--- src/rtl/tcq_delay.sv ---
module tcq_delay #(
	parameter int W = 8,
	parameter int N = 2
) (
	input  logic         clk,
	input  logic [W-1:0] d,
	output logic [W-1:0] q
);

	logic [W-1:0] line_s [N];

	// plain shift line, no reset on payload
	always_ff @(posedge clk) begin
		line_s[0] <= d;
		for (int k = 1; k < N; k++) begin
			line_s[k] <= line_s[k-1];
		end
	end

	assign q = line_s[N-1];

endmodule

--- config.mk ---
export PLATFORM = sky130hd
export DESIGN_NAME = tcq_delay
export DESIGN_NICKNAME = d
export VERILOG_FILES = /design/src/rtl/tcq_delay.sv
export SDC_FILE = /design/constraint.sdc
export NUM_CORES = 1
export LEC_CHECK = 0
export ABC_AREA = 1
export BUFFER_PORTS_ARGS = -buffer_cell sky130_fd_sc_hd__buf_2
export CAP_MARGIN = 5
export CORE_AREA = 2 2 39 41
export CTS_CLUSTER_SIZE = 28
export DETAILED_ROUTE_END_ITERATION = 12
export DIE_AREA = 0 0 41 43
export SYNTH_ARGS = -nofsm -noshare
export SYNTH_HDL_FRONTEND = slang
export SYNTH_SLANG_ARGS = --single-unit
--- constraint.sdc ---
create_clock -name clk -period 0.8 [get_ports clk]
set_input_delay 0.08 -clock clk [delete_from_list [all_inputs] [get_ports clk]]
set_output_delay 0.08 -clock clk [all_outputs]
set_load 0.02 [all_outputs]
==> impl_metrics.env <==
export IMPL_status="finished clean"
export IMPL_cp_startpoint="line_s[0][10]"
export IMPL_fin_area_um2=596.8
export IMPL_portBuffers=16
export IMPL_layout_common_cells="dlygate4sd3_1, buf_2, dfxtp_1, dfxtp_2, buf_6"
export IMPL_fmax_ghz=1.262
export IMPL_seqPwrFrac_pct=58.4
export IMPL_fin_nets=54
export IMPL_intPower_mw=1.196
export IMPL_hold_viol_final=0
export IMPL_critPathTopFamily="flip-flops"
export IMPL_cts_buffers=3
export IMPL_timing_critical_path_buf_inv=1
export IMPL_synth_top_area_share_pct=84.21
export IMPL_rrSetupSlack_ns=0.40
export IMPL_initial_core_util_pct=27.49
export IMPL_crit_required_ns=0.72
export IMPL_firstDrtPassIters=1
export IMPL_dp_cells=48
export IMPL_fin_crit_sh_pct=99.02
export IMPL_die_area_um2=1763
export IMPL_setup_viol=0
export IMPL_syn_num_nets=33
export IMPL_fin_ws_ns=0.007829
export IMPL_critPathMaxFanout=1
export IMPL_cp_start_kind="flop"
export IMPL_fp_coreArea_um2=1384
export IMPL_max_stage_delay_ns=0.33
export IMPL_arrival_ns=0.71
export IMPL_dieWidth_um=41
export IMPL_path_class="flop to primary output"
export IMPL_antenna_found_initial=0
export IMPL_period_minus_slack_ns=0.7922
export IMPL_slew_viol_final=0
export IMPL_p_clk_share_pct=33.5
export IMPL_fin_cells=60
export IMPL_grt_overflow=0
export IMPL_grt_pass1_vias=178
export IMPL_ant_nets=0
export IMPL_largest_registers="line_s x16"
export IMPL_largest_register_ffs=16
export IMPL_dpl_cell_area_um2=420.4
export IMPL_clock_sinks=16
export IMPL_cp_end_kind="primary output"
export IMPL_yosys_warnings=0
export IMPL_fill_cells=131
export IMPL_r2r_start="line_s[0][6]"
export IMPL_ctsHtreeMaxLevel=1
export IMPL_drc=0
export IMPL_postSynthCellCount=24
export IMPL_leakagePower_nw=0.2693
export IMPL_ys_ff_latch=16
export IMPL_grtUsageTotal_pct=6.592
export IMPL_finClkSkew_ns=0.001996
export IMPL_drive_above_1_share_pct=63.64
export IMPL_die_h_um=43
export IMPL_combPwrFrac_pct=8.1
export IMPL_switching_share_pct=18.37
export IMPL_ctsLongestPathBuffers=2
export IMPL_grt_max_degree=10
export IMPL_synth_avg_cell_area_um2=15.85
export IMPL_multi_input_gates=0
export IMPL_slew_headroom_pct=94.40
export IMPL_synthToLayoutAreaGrowth_pct=56.91
export IMPL_seq_area_frac_synth_pct=84.21
export IMPL_gp_congestion=0.5756
export IMPL_syn_area_um2=380.4
export IMPL_diodes=0
export IMPL_synth_cell_types=2
export IMPL_vias_per_cell=3.183
export IMPL_rsz0062_at_grt="true"
export IMPL_rows=14
export IMPL_multi_input_area_um2=0
export IMPL_top_register="line_s"
export IMPL_min_from="line_s[0][7]"
export IMPL_tritoncts="yes"
export IMPL_yosys_area_top_type="dfxtp_1"
export IMPL_holdWs_ns=0.3293
export IMPL_num_io_pins=17
export IMPL_crit_chain="buf_6"
export IMPL_routedWlPerCell_um=7.183
export IMPL_critPathSlowestCell="dfxtp_2"
export IMPL_pre_cts_ws_ns=0.2774
export IMPL_vias=191
export IMPL_grt_pass1_wl_um=655
export IMPL_cts_clk_slew_worst_paths_ns=0.08
export IMPL_cellPowerDensity_nw_per_um2=2455
export IMPL_wl_um=431
export IMPL_vdd_ir_drop_max_mv=0.7564
export IMPL_hold_path_class="flop to flop"
export IMPL_tightest_slew_ns=0.08397
export IMPL_root_buffer="clkbuf_4"
export IMPL_p_sw_uw=269.2
export IMPL_clock_latency_ns=0.27
export IMPL_yosys_top_cells_area="dfxtp_1, buf_4"
export IMPL_drt_iter0_markers=0
export IMPL_maxCapViolCount=0
[power by group through the flow]
| stage | Clock (mW) | Sequential [mW] | Combinational, mW |
|---|---|---|---|
| 2_1_floorplan | 0 | 0.864 | 0.0580 |
| 3_3_place_gp | 0 | 0.864 | 0.0651 |
| 3_5_place_dp | 0 | 0.865 | 0.0656 |
| 4_1_cts | 0.508 | 0.855 | 0.119 |
| 5_1_grt | 0.557 | 0.860 | 0.127 |
| 6_report | 0.491 | 0.855 | 0.119 |
[logic make-up (layout without fill, tap and decap cells)]
logic type | count (synthesis) | after routing | share of synthesized area (%)
flip-flops | 16 | 16 | 84.21
buffers and inverters | 8 | 28 | 15.79
[timing repair]
action / in CTS / in global routing
gates resized for setup: 22 / 2
hold buffers: 8 / 0
hold endpoints to repair: 8 / 0
buffers inserted: 0 / 0
endpoints found under the setup margin: 8 / 8
[worst paths after layout]
path,to,depth (start not counted)
max,q[2],1
min,line_s[0][15],0
max reg2reg,line_s[0][14],0
min reg2reg,line_s[0][15],0
[layout make-up]
type | count | area [um2] | share of cell area (%)
clock buffers | 4 | 36.28 | 6.080
flip-flops and latches | 16 | 330.3 | 55.35
well taps | 16 | 20.02 | 3.354
repair buffers | 24 | 210.2 | 35.22
[Yosys cell counts]
library cell and number:
dfxtp_1 16, buf_4 8
[metrics by stage]
| step | setup TNS (ns) | power [mW] | util (%) |
|---|---|---|---|
| after detailed placement | 0 | 0.9309 | 30.38 |
| after CTS | -0.009190 | 1.483 | 42.95 |
| after global placement | 0 | 0.9294 | 30.38 |
| final | 0 | 1.465 | 43.13 |
| after floorplan | 0 | 0.9221 | - |
| after global routing | -0.2272 | 1.545 | 43.13 |
[layer usage]
metal	vias to the layer above	wire (um)	global-route usage (%)
met2	10	217	8.438
met1	76	171	5.648
met3	2	25	3.141
met4	0	17	10.00
met5	-	0	0
li1	103	-	-
No activity file was read; power rests on OpenSTA's default activity.
