[src/rtl/tcq_mul.sv]
module tcq_mul #(
	parameter int A_W = 32,
	parameter int B_W = 32
) (
	input  logic               clk,
	input  logic [A_W-1:0]     a,
	input  logic [B_W-1:0]     b,
	output logic [A_W+B_W-1:0] prod
);

	localparam int CHUNK  = 32;
	localparam int NCH    = (A_W + CHUNK - 1) / CHUNK;
	localparam int EXT_W  = NCH * CHUNK;
	localparam int PART_W = CHUNK + B_W;
	localparam int P_W    = A_W + B_W;

	logic [EXT_W-1:0]  a_ext;
	logic [PART_W-1:0] part_s1 [NCH];
	logic [P_W-1:0]    sum;

	assign a_ext = EXT_W'(a);

	// one 32-bit slice of a times b per partial product
	always_ff @(posedge clk) begin
		for (int k = 0; k < NCH; k++) begin
			part_s1[k] <= PART_W'(a_ext[k*CHUNK +: CHUNK]) * PART_W'(b);
		end
	end

	// shifted partial products summed
	always_comb begin
		sum = '0;
		for (int k = 0; k < NCH; k++) begin
			sum = sum + (P_W'(part_s1[k]) << (k * CHUNK));
		end
	end

	always_ff @(posedge clk) begin
		prod <= sum;
	end

endmodule

[config.mk]
export PLATFORM = sky130hd
export DESIGN_NAME = tcq_mul
export DESIGN_NICKNAME = d
export VERILOG_FILES = /design/src/rtl/tcq_mul.sv
export SDC_FILE = /design/constraint.sdc
export NUM_CORES = 2
export LEC_CHECK = 0
export BUFFER_PORTS_ARGS = -buffer_cell sky130_fd_sc_hd__buf_4
export CAP_MARGIN = 10
export CORE_ASPECT_RATIO = 1.25
export CORE_MARGIN = 3
export CORE_UTILIZATION = 50
export CTS_BUF_LIST = sky130_fd_sc_hd__clkbuf_8 sky130_fd_sc_hd__clkbuf_16
export DETAILED_ROUTE_END_ITERATION = 6
export PLACE_DENSITY = 0.69
export SYNTH_ARGS = -nofsm -noshare
export SYNTH_HDL_FRONTEND = slang
export SYNTH_SLANG_ARGS = --single-unit
[constraint.sdc]
create_clock -name clk -period 8.2 [get_ports clk]
set_input_delay 0 -clock clk [delete_from_list [all_inputs] [get_ports clk]]
set_output_delay 0 -clock clk [all_outputs]
set_load 0.01 [all_outputs]
==> impl_metrics.yaml <==
run_status:
  status: "finished clean"
die:
  die_y_um: 305
  placementRows: 109
  core_area_um2: 70800
  die_area_um2: 74900
  initial_core_util_pct: 50.6
  die_w_um: 245
  ios: 129
synthesis:
  yosysUniqueCellTypes: 71
  synth_top_area_cell: "fa_1"
  ys_ff_latch: 128
  ys_warn_count: 0
  synth.most_common_cell: "fa_1"
  syn-num-nets: 5015
  synth_area_per_cell_um2: 9.45
  synth_edf_count: 0
  syn_inst: 3791
  async_flop_share_pct: 0
  synthTopCellsByCount: "fa_1 (896), inv_1 (861), and2_1 (599)"
  syn_area_um2: 35800
  synth_flop_cell: "dfxtp_1"
  yosys.area.top_type_share_pct: 50.1
  ys_seq_area_share_pct: 7.15
  synth.area.top_cells: "fa_1 (50%), and2_1 (10%), ha_1 (9.2%)"
worst_setup_path:
  r2r-start: "part_s1[0][56]$_DFF_P_"
  crit_arrival_ns: 7.81
  crit_path_frequent_cell: "fa_1"
  cp.required_ns: 8.58
  cp-endpoint: "part_s1[0][60]$_DFF_P_"
  ff2ff_path_depth: 0
  worstPathMaxFanout: 32
  r2r-end: "prod[56]$_DFF_P_"
  cp-startpoint: "b[9]"
  critPathCaptureType: "flop"
  slowest_stage: "fa_1"
  r2r_setup_slack_ns: 7.76
  critPathLaunchType: "primary input"
  max_stage_delay_ns: 0.57
  path_class: "primary input to flop"
cts:
  htree_levels: 4
  cts_tree: "built"
  cts.root.buffer_cell: "clkbuf_16"
  numCtsBuffers: 17
  cts.sinks: 128
  clk_latency_ns: 0.50
  cts_buffer_depth: 2
  path_clk_slew_ns: 0.06
  cts_post_setup_buffers_inserted: 0
placement:
  dp_slack_ns: 0.287
  post-dp-hpwl_um: 75200
  io_buffers: 128
  gp_congestion: 0.923
  place_inst: 4690
route:
  wl_per_cell_um: 19.3
  wirelength_um: 91100
  drc: 0
  vias_per_cell: 5.27
  postRouteAntennaNets: 0
  drt-pass1-iter-count: 6
  num_vias: 24900
  drt-initial-drc-count: 1346
sta:
  timing_hold_violations_final: 0
  rsz0062_at_grt: "false"
  period_minus_slack_ns: 7.43
  finalMaxSlewViolations: 0
  slew_headroom_pct: 58.0
  final.period_utilization_pct: 90.7
  setup-tns-final_ns: 0
  whs_ns: 0.0678
  fmax_ghz: 0.135
  setup_viol: 0
  clock_skew_ns: 0.0121
  setup_ws_ns: 0.766
  worst_pin_slew_ns: 0.624
grt:
  grt.overflow.total: 0
  grt_pass1_vias: 28300
  grt_max_degree: 33
  antenna_found_initial: 0
  grt_pass1_wl_um: 151000
  grtUsageTotal_pct: 26.1
cells_and_area:
  area_delta_synth_final_pct: 6.16
  drive_gt1_share_pct: 5.82
  antennaDiodeCount: 0
  instances_no_fill: 4722
  num-nets-final: 4991
flow_run:
  cap_violations: 0
min_path:
  min_path_type: "primary input to flop"
## worst min path at each step
| stage | startpoint | to | depth (start not counted) |
|---|---|---|---|
| floorplan | b[0] | part_s1[0][0]$_DFF_P_ | 1 |
| global placement | part_s1[0][12]$_DFF_P_ | prod[12]$_DFF_P_ | 0 |
| detailed placement | part_s1[0][12]$_DFF_P_ | prod[12]$_DFF_P_ | 0 |
| CTS | a[0] | part_s1[0][0]$_DFF_P_ | 3 |
| global route | a[0] | part_s1[0][0]$_DFF_P_ | 3 |
| finish | a[0] | part_s1[0][0]$_DFF_P_ | 3 |
## per-stage QoR
stage / utilization (%) / instance area (um2)
5_1_grt: 53.7 / 38000
6_report: 53.7 / 38000
4_1_cts: 53.7 / 38000
3_5_place_dp: 52.8 / 37400
3_3_place_gp: 52.8 / 37400
2_1_floorplan: - / 35800
## metal layers
| layer | track usage (%) | share of wire, % | up-vias |
|---|---|---|---|
| met5 | 0 | 0 | - |
| met4 | 13.4 | 5.6 | 0 |
| met3 | 3.36 | 4.7 | 230 |
| met2 | 47.5 | 53 | 778 |
| met1 | 30.0 | 36 | 13000 |
| li1 | - | - | 10900 |
## state kept, by name (all words and copies together) (netlist names)
signal and cells:
part_s1 64, prod 64
## timing repair
item / 4_1_cts / 5_1_grt
endpoints found under the hold margin: 1 / 0
resized for setup: 0 / 0
setup endpoints to repair: 0 / 0
hold buffers: 1 / 0
## logic make-up after synthesis
kind of cell             synth area share, %
AO/OA/AOI/OAI                           3.71
XOR/XNOR                                1.52
adder cells (fa/ha/maj)                 59.3
buffers and inverters                   11.5
flip-flops                              7.15
multiplexers                          0.0279
AND/OR/NAND/NOR                         16.8
## worst max-delay path: cells and delay by family
kind | cells | cell delay, ns
AOI/OAI and AO/OA | 6 | 1.67
xor gates and xnor gates | 1 | 0.15
and+or+nand+nor | 4 | 0.81
adders and majority gates | 9 | 4.39
buffers and inverters | 6 | 0.74
## cell usage in the layout (no fill, tap or decap), types with 2 or more instances in the layout
cell	count
o31ai_1	2
ha_1	263
and3_1	8
a21o_1	32
fa_1	896
a31oi_1	15
xnor2_1	35
nand3_1	10
o21bai_1	9
nor2b_1	3
bufinv_16	4
nand2b_1	3
a221oi_1	2
xor2_1	27
nand4_1	18
inv_1	861
nor3_1	7
and2_1	599
buf_4	170
o21ai_0	36
o21a_1	4
a211o_1	2
a211oi_1	4
dfxtp_1	128
o21ai_1	4
a21o_2	2
nand2_1	473
clkinvlp_4	4
a21oi_1	65
inv_6	4
clkbuf_16	17
nor2_1	31
## area by class of cell
cell class                 instances  area [um2]
clock buffer                      17         425
clock inverter                    14         205
fill                            6311       32800
inverter                         861        3230
multi-input combinational       2588       29100
sequential                       128        2560
tap                              943        1180
timing repair buffer             171        1290
Power is left out: the tool's default activity adds up to more than one toggle a clock period on the data nets, which glitch-free logic cannot reach.
