## config.mk

```make
export PLATFORM = sky130hd
export DESIGN_NAME = tcq_div
export DESIGN_NICKNAME = d
export VERILOG_FILES = /design/src/rtl/tcq_div.sv
export SDC_FILE = /design/constraint.sdc
export NUM_CORES = 1
export LEC_CHECK = 0
export BUFFER_PORTS_ARGS = -buffer_cell sky130_fd_sc_hd__buf_4
export CORE_MARGIN = 1
export CORE_UTILIZATION = 37
export DETAILED_ROUTE_END_ITERATION = 10
export PLACE_DENSITY = 0.59
export SYNTH_ARGS = -nofsm -noshare
export SYNTH_HDL_FRONTEND = slang
export SYNTH_SLANG_ARGS = --single-unit
export TNS_END_PERCENT = 10
```

## constraint.sdc

```tcl
create_clock -name clk -period 4.7 [get_ports clk]
set_clock_uncertainty 0.05 [all_clocks]
set_input_delay 0.94 -clock clk [delete_from_list [all_inputs] [get_ports clk]]
set_output_delay 0.94 -clock clk [all_outputs]
set_load 0.05 [all_outputs]
```

## src/rtl/tcq_div.sv

```systemverilog
module tcq_div #(
	parameter int NUM_W = 16,
	parameter int DEN_W = 8,
	parameter int QB    = 8
) (
	input  logic             clk,
	input  logic [NUM_W-1:0] num,
	input  logic [DEN_W-1:0] den,
	output logic [QB:0]      quo,
	output logic             ovf
);

	localparam int W = ((NUM_W > DEN_W + QB) ? NUM_W : DEN_W + QB) + 1;

	logic [W-1:0]     rem_s [QB+1];
	logic [DEN_W-1:0] den_s [QB+1];
	logic [QB-1:0]    quo_s [QB+1];
	logic             ovf_s [QB+1];
	logic             round_up;

	// load, and flag a quotient that needs more than QB bits
	always_ff @(posedge clk) begin
		rem_s[0] <= W'(num);
		den_s[0] <= den;
		quo_s[0] <= '0;
		ovf_s[0] <= W'(num) >= (W'(den) << QB);
	end

	// one restoring step per stage, msb first
	for (genvar i = 1; i <= QB; i++) begin : g_step
		localparam int J = QB - i;
		logic [W-1:0] trial;
		logic         fits;

		assign trial = W'(den_s[i-1]) << J;
		assign fits  = rem_s[i-1] >= trial;

		always_ff @(posedge clk) begin
			rem_s[i] <= fits ? rem_s[i-1] - trial : rem_s[i-1];
			quo_s[i] <= quo_s[i-1] | (fits ? (QB'(1) << J) : QB'(0));
			den_s[i] <= den_s[i-1];
			ovf_s[i] <= ovf_s[i-1];
		end
	end

	// round to nearest, ties up
	assign round_up = {rem_s[QB], 1'b0} >= (W+1)'(den_s[QB]);

	always_ff @(posedge clk) begin
		quo <= (QB+1)'(quo_s[QB]) + (QB+1)'(round_up);
		ovf <= ovf_s[QB];
	end

endmodule

```

==> impl_results.md <==
- Async S/R FF share, synth: 0%
- Die Y: 173 microns
- Clock sink count: between 200 and 300
- Setup crit end kind: flop
- Slew Limit Fails: 0
- Vias: a little over 7000
- Worst-Margin Slew: 1.15 ns
- Cts hold-fix bufs: 0
- Mux cell area share after synthesis: 0.963%
- GRT Overall Usage: 12.6%
- Ant diodes: 0
- Dpl ws: 1.82 ns
- CTS resizes: 0
- Root cell of the clock tree: clkbuf_16
- GRT met1 Usage: between 10 and 15%
- Worst-Skew Late Latency: 0.53 ns
- Post-synth EDFFs: 0
- Compound-cell area share of the yosys netlist: between 10% and 20%
- Clock Pin Slew Worst Setup and Hold Paths: around 0.06 ns
- Max-Cap Viols: 0
- Mapped Cells: around 1100
- DR iter-0 viols: 220
- GRT overflow: 0
- Total die area: 29800 sq um
- RSZ-0062 raised after global routing: no
- Nets: 1234
- Buffers added on ports: 34
- Largest net degree at the start of global routing: 20
- Vias/cell: 4.69
- Critical path origin: den_s[0][9]
- Peak supply drop: 0.285 mV
- HP Start: quo_s[3][6]
- Crit path top cell by count: nor2b_1
- Mapped Avg Cell Area: 10.1 sq um
- Outcome: completed
- Final worst slack: 1.82 ns
- Placeable Area: 28700 sq um
- Register Area: ~5600 sq um
- CP top delay family: simple AND/OR/NAND/NOR gates
- Global-route wire length before repair: between 30 and 40 mm
- I/O pins: 35
- Share of cells above drive strength 1: between 8 and 9%
- Fill cell count: ~2800
- CP Buf/Inv Count: 1
- Synth cell types: between 60 and 70
- Drt drc: 0
- Fin crit share: around three fifths
- Area delta synth->final: 15.9%
- Fmax: 348 MHz
- Area occupied by multi-input gates: roughly 4700 sq um
- Minimum clock period: approximately 2.9 ns
- Xor and xnor fraction of the mapped netlist area: roughly 6.5%
- Pleak: between 5 and 6 nW
- Worst Path Max Fanout: 16
- Worst path cell trace: inv_1, ha_1, nor2b_1, o21a_1, o21ai_0, a211oi_1, nor2b_1, mux2_2
- Largest family of logic cells by synthesized area: simple AND/OR/NAND/NOR gates
- YS warnings: 0
- DP Wirelength: roughly 14 mm
- H-tree level count: 1
- Main synth FF type: dfxtp_1
- Width of the die: 173 microns
- Vias in the first global route: 7311
- Final ANT Viol Nets: 0
- Post-synthesis sequential area ratio: approximately half
- Rows: 62
- Worst endpoint data arrival time: around 3.2 ns
- #FFs+latches synth: 279
- Reg2reg start: den_s[0][9]
- Routability cong.: around 0.9
- Setup violations, final: 0
- Mapped cell area: ~11000 sq um
- Clock tree from TritonCTS: yes
- Clk buf depth: 3
- Drt first pass iters: 4
- Final number of hold-violating endpoints: 0
- Post-Synth Adder-Cell Area: about 11%
- Max incr delay on CP: roughly 0.76 ns
- Max-slew headroom: between 20% and 30%
- HP Class: flop to flop
- Slowest-stage cell, CP: nor2b_1
- Worst Path Required: roughly 5.1 ns
- GR Layer Usage met2: between 20% and 30%
- Pwr Density: roughly 650 nW/um^2
- Post-Synth Simple-Gate Area: 13.6%
- Most used routing layer: met2
- Final TNS setup: 0 ns
- Crit Path Category: flop to flop
- Final instance area: about 12000 sq um
- Initial antenna violation count: 0
- Critical Path Source Type: flop
- Syn_nets: around 1200
- Final core utilization: a little over two fifths
- Area after DPL: 11500 sq um
- Num CTS Buffers: 28
- Routed Wire Length: 18.3 mm
- WL/cell: about 12 microns
- Initial Util: between 30% and 40%
- Post-CTS Setup Inserts: 0
- Met3 GRT Util: under 10%
cells by family after synthesis:
kind of cell	after synthesis
AOI/OAI and AO/OA	201
xor gates and xnor gates	80
adders and majority gates	89
buffers and inverters	121
DFF	279
muxes	9
and+or+nand+nor	288
cell type report:
| class | instances | share of cell area (%) |
|---|---|---|
| multi-input cells | 667 | 37.8 |
| repair buffers | 36 | 2.16 |
| well taps | 384 | 3.85 |
| inverters | 108 | 3.25 |
| clock inverters | 10 | 1.66 |
| clock buffers | 40 | 6.54 |
| flip-flops and latches | 279 | 44.7 |
sequential cells by signal (all words and copies together), names as in the netlist:
register / count
den_s: 72
ovf_s: 9
quo_s: 36
ovf: 1
quo: 9
rem_s: 152
per-layer routing:
layer	vias up	wire length, microns
met1	3238	7370
met3	55	551
met4	0	766
li1	3744	-
met5	-	0
met2	111	9650
stage by stage:
step                      cells  hold slack [ns]  power [mW]
after floorplan            1067            0.260        5.23
after global placement     1474            0.261        5.73
after detailed placement   1474            0.262        5.77
after CTS                  1524            0.275        8.20
after global routing       1524            0.277        8.68
final                      1524            0.274        8.11
final timing paths:
kind	cells past startpoint	slack, ns	endpoint
min	0	0.27	quo_s[4][6]
max	8	1.82	rem_s[2][9]
min reg2reg	0	0.27	quo_s[4][6]
max reg2reg	8	1.82	rem_s[2][9]
cell usage after synthesis (all sizes together), types with 5 or more instances:
cell type	count	area (sq um)
dfxtp	279	5590
inv	108	405
nand2	87	327
ha	81	1010
o21ai	76	380
nor2	51	191
a21oi	44	220
xor2	43	377
xnor2	37	324
nor3	31	155
nor2b	19	119
a21o	15	113
nand2b	15	93.8
nor4	14	87.6
o21a	12	90.1
or3	12	80.1
nand3	10	50.1
clkbuf	9	33.8
fa	8	160
mux2	8	93.8
nand4	8	50.1
o31ai	8	60.1
a211oi	7	52.6
a31oi	6	52.6
and3	6	37.5
nand4b	6	52.6
or4	6	45.0
nor4b	5	43.8
or2	5	31.3
cell usage in the layout, fill, tap and decap left out, types with 5 or more instances in the layout:
cell	Yosys	final
or4_1	6	6
xor2_1	43	43
xnor2_1	37	37
a31oi_1	5	5
o31ai_1	8	8
nand3_1	10	10
a21oi_1	44	44
and3_1	6	6
ha_1	81	81
or3_1	11	11
mux2_2	7	7
clkbuf_1	9	6
or2_2	5	5
o21a_1	12	12
nor2_1	51	51
buf_4	0	36
nor3_1	31	31
nor2b_1	19	19
clkbuf_16	0	29
a21o_1	15	15
inv_1	108	108
o21ai_0	75	75
nand4_1	8	8
bufinv_16	0	6
clkbuf_8	0	5
nor4_1	14	14
nor4b_1	5	5
nand2_1	87	87
fa_1	8	8
dfxtp_1	279	279
nand2b_1	15	15
a211oi_1	7	7
nand4b_1	6	6
power breakdown:
| group | internal, mW | switching, mW | leakage [nW] |
|---|---|---|---|
| logic | 1.12 | 1.27 | 2.67 |
| registers | 2.96 | 0.359 | 2.34 |
| clock network | 1.53 | 0.868 | 0.490 |
| total | 5.61 | 2.50 | 5.50 |
(Power assumes the default switching activity.)
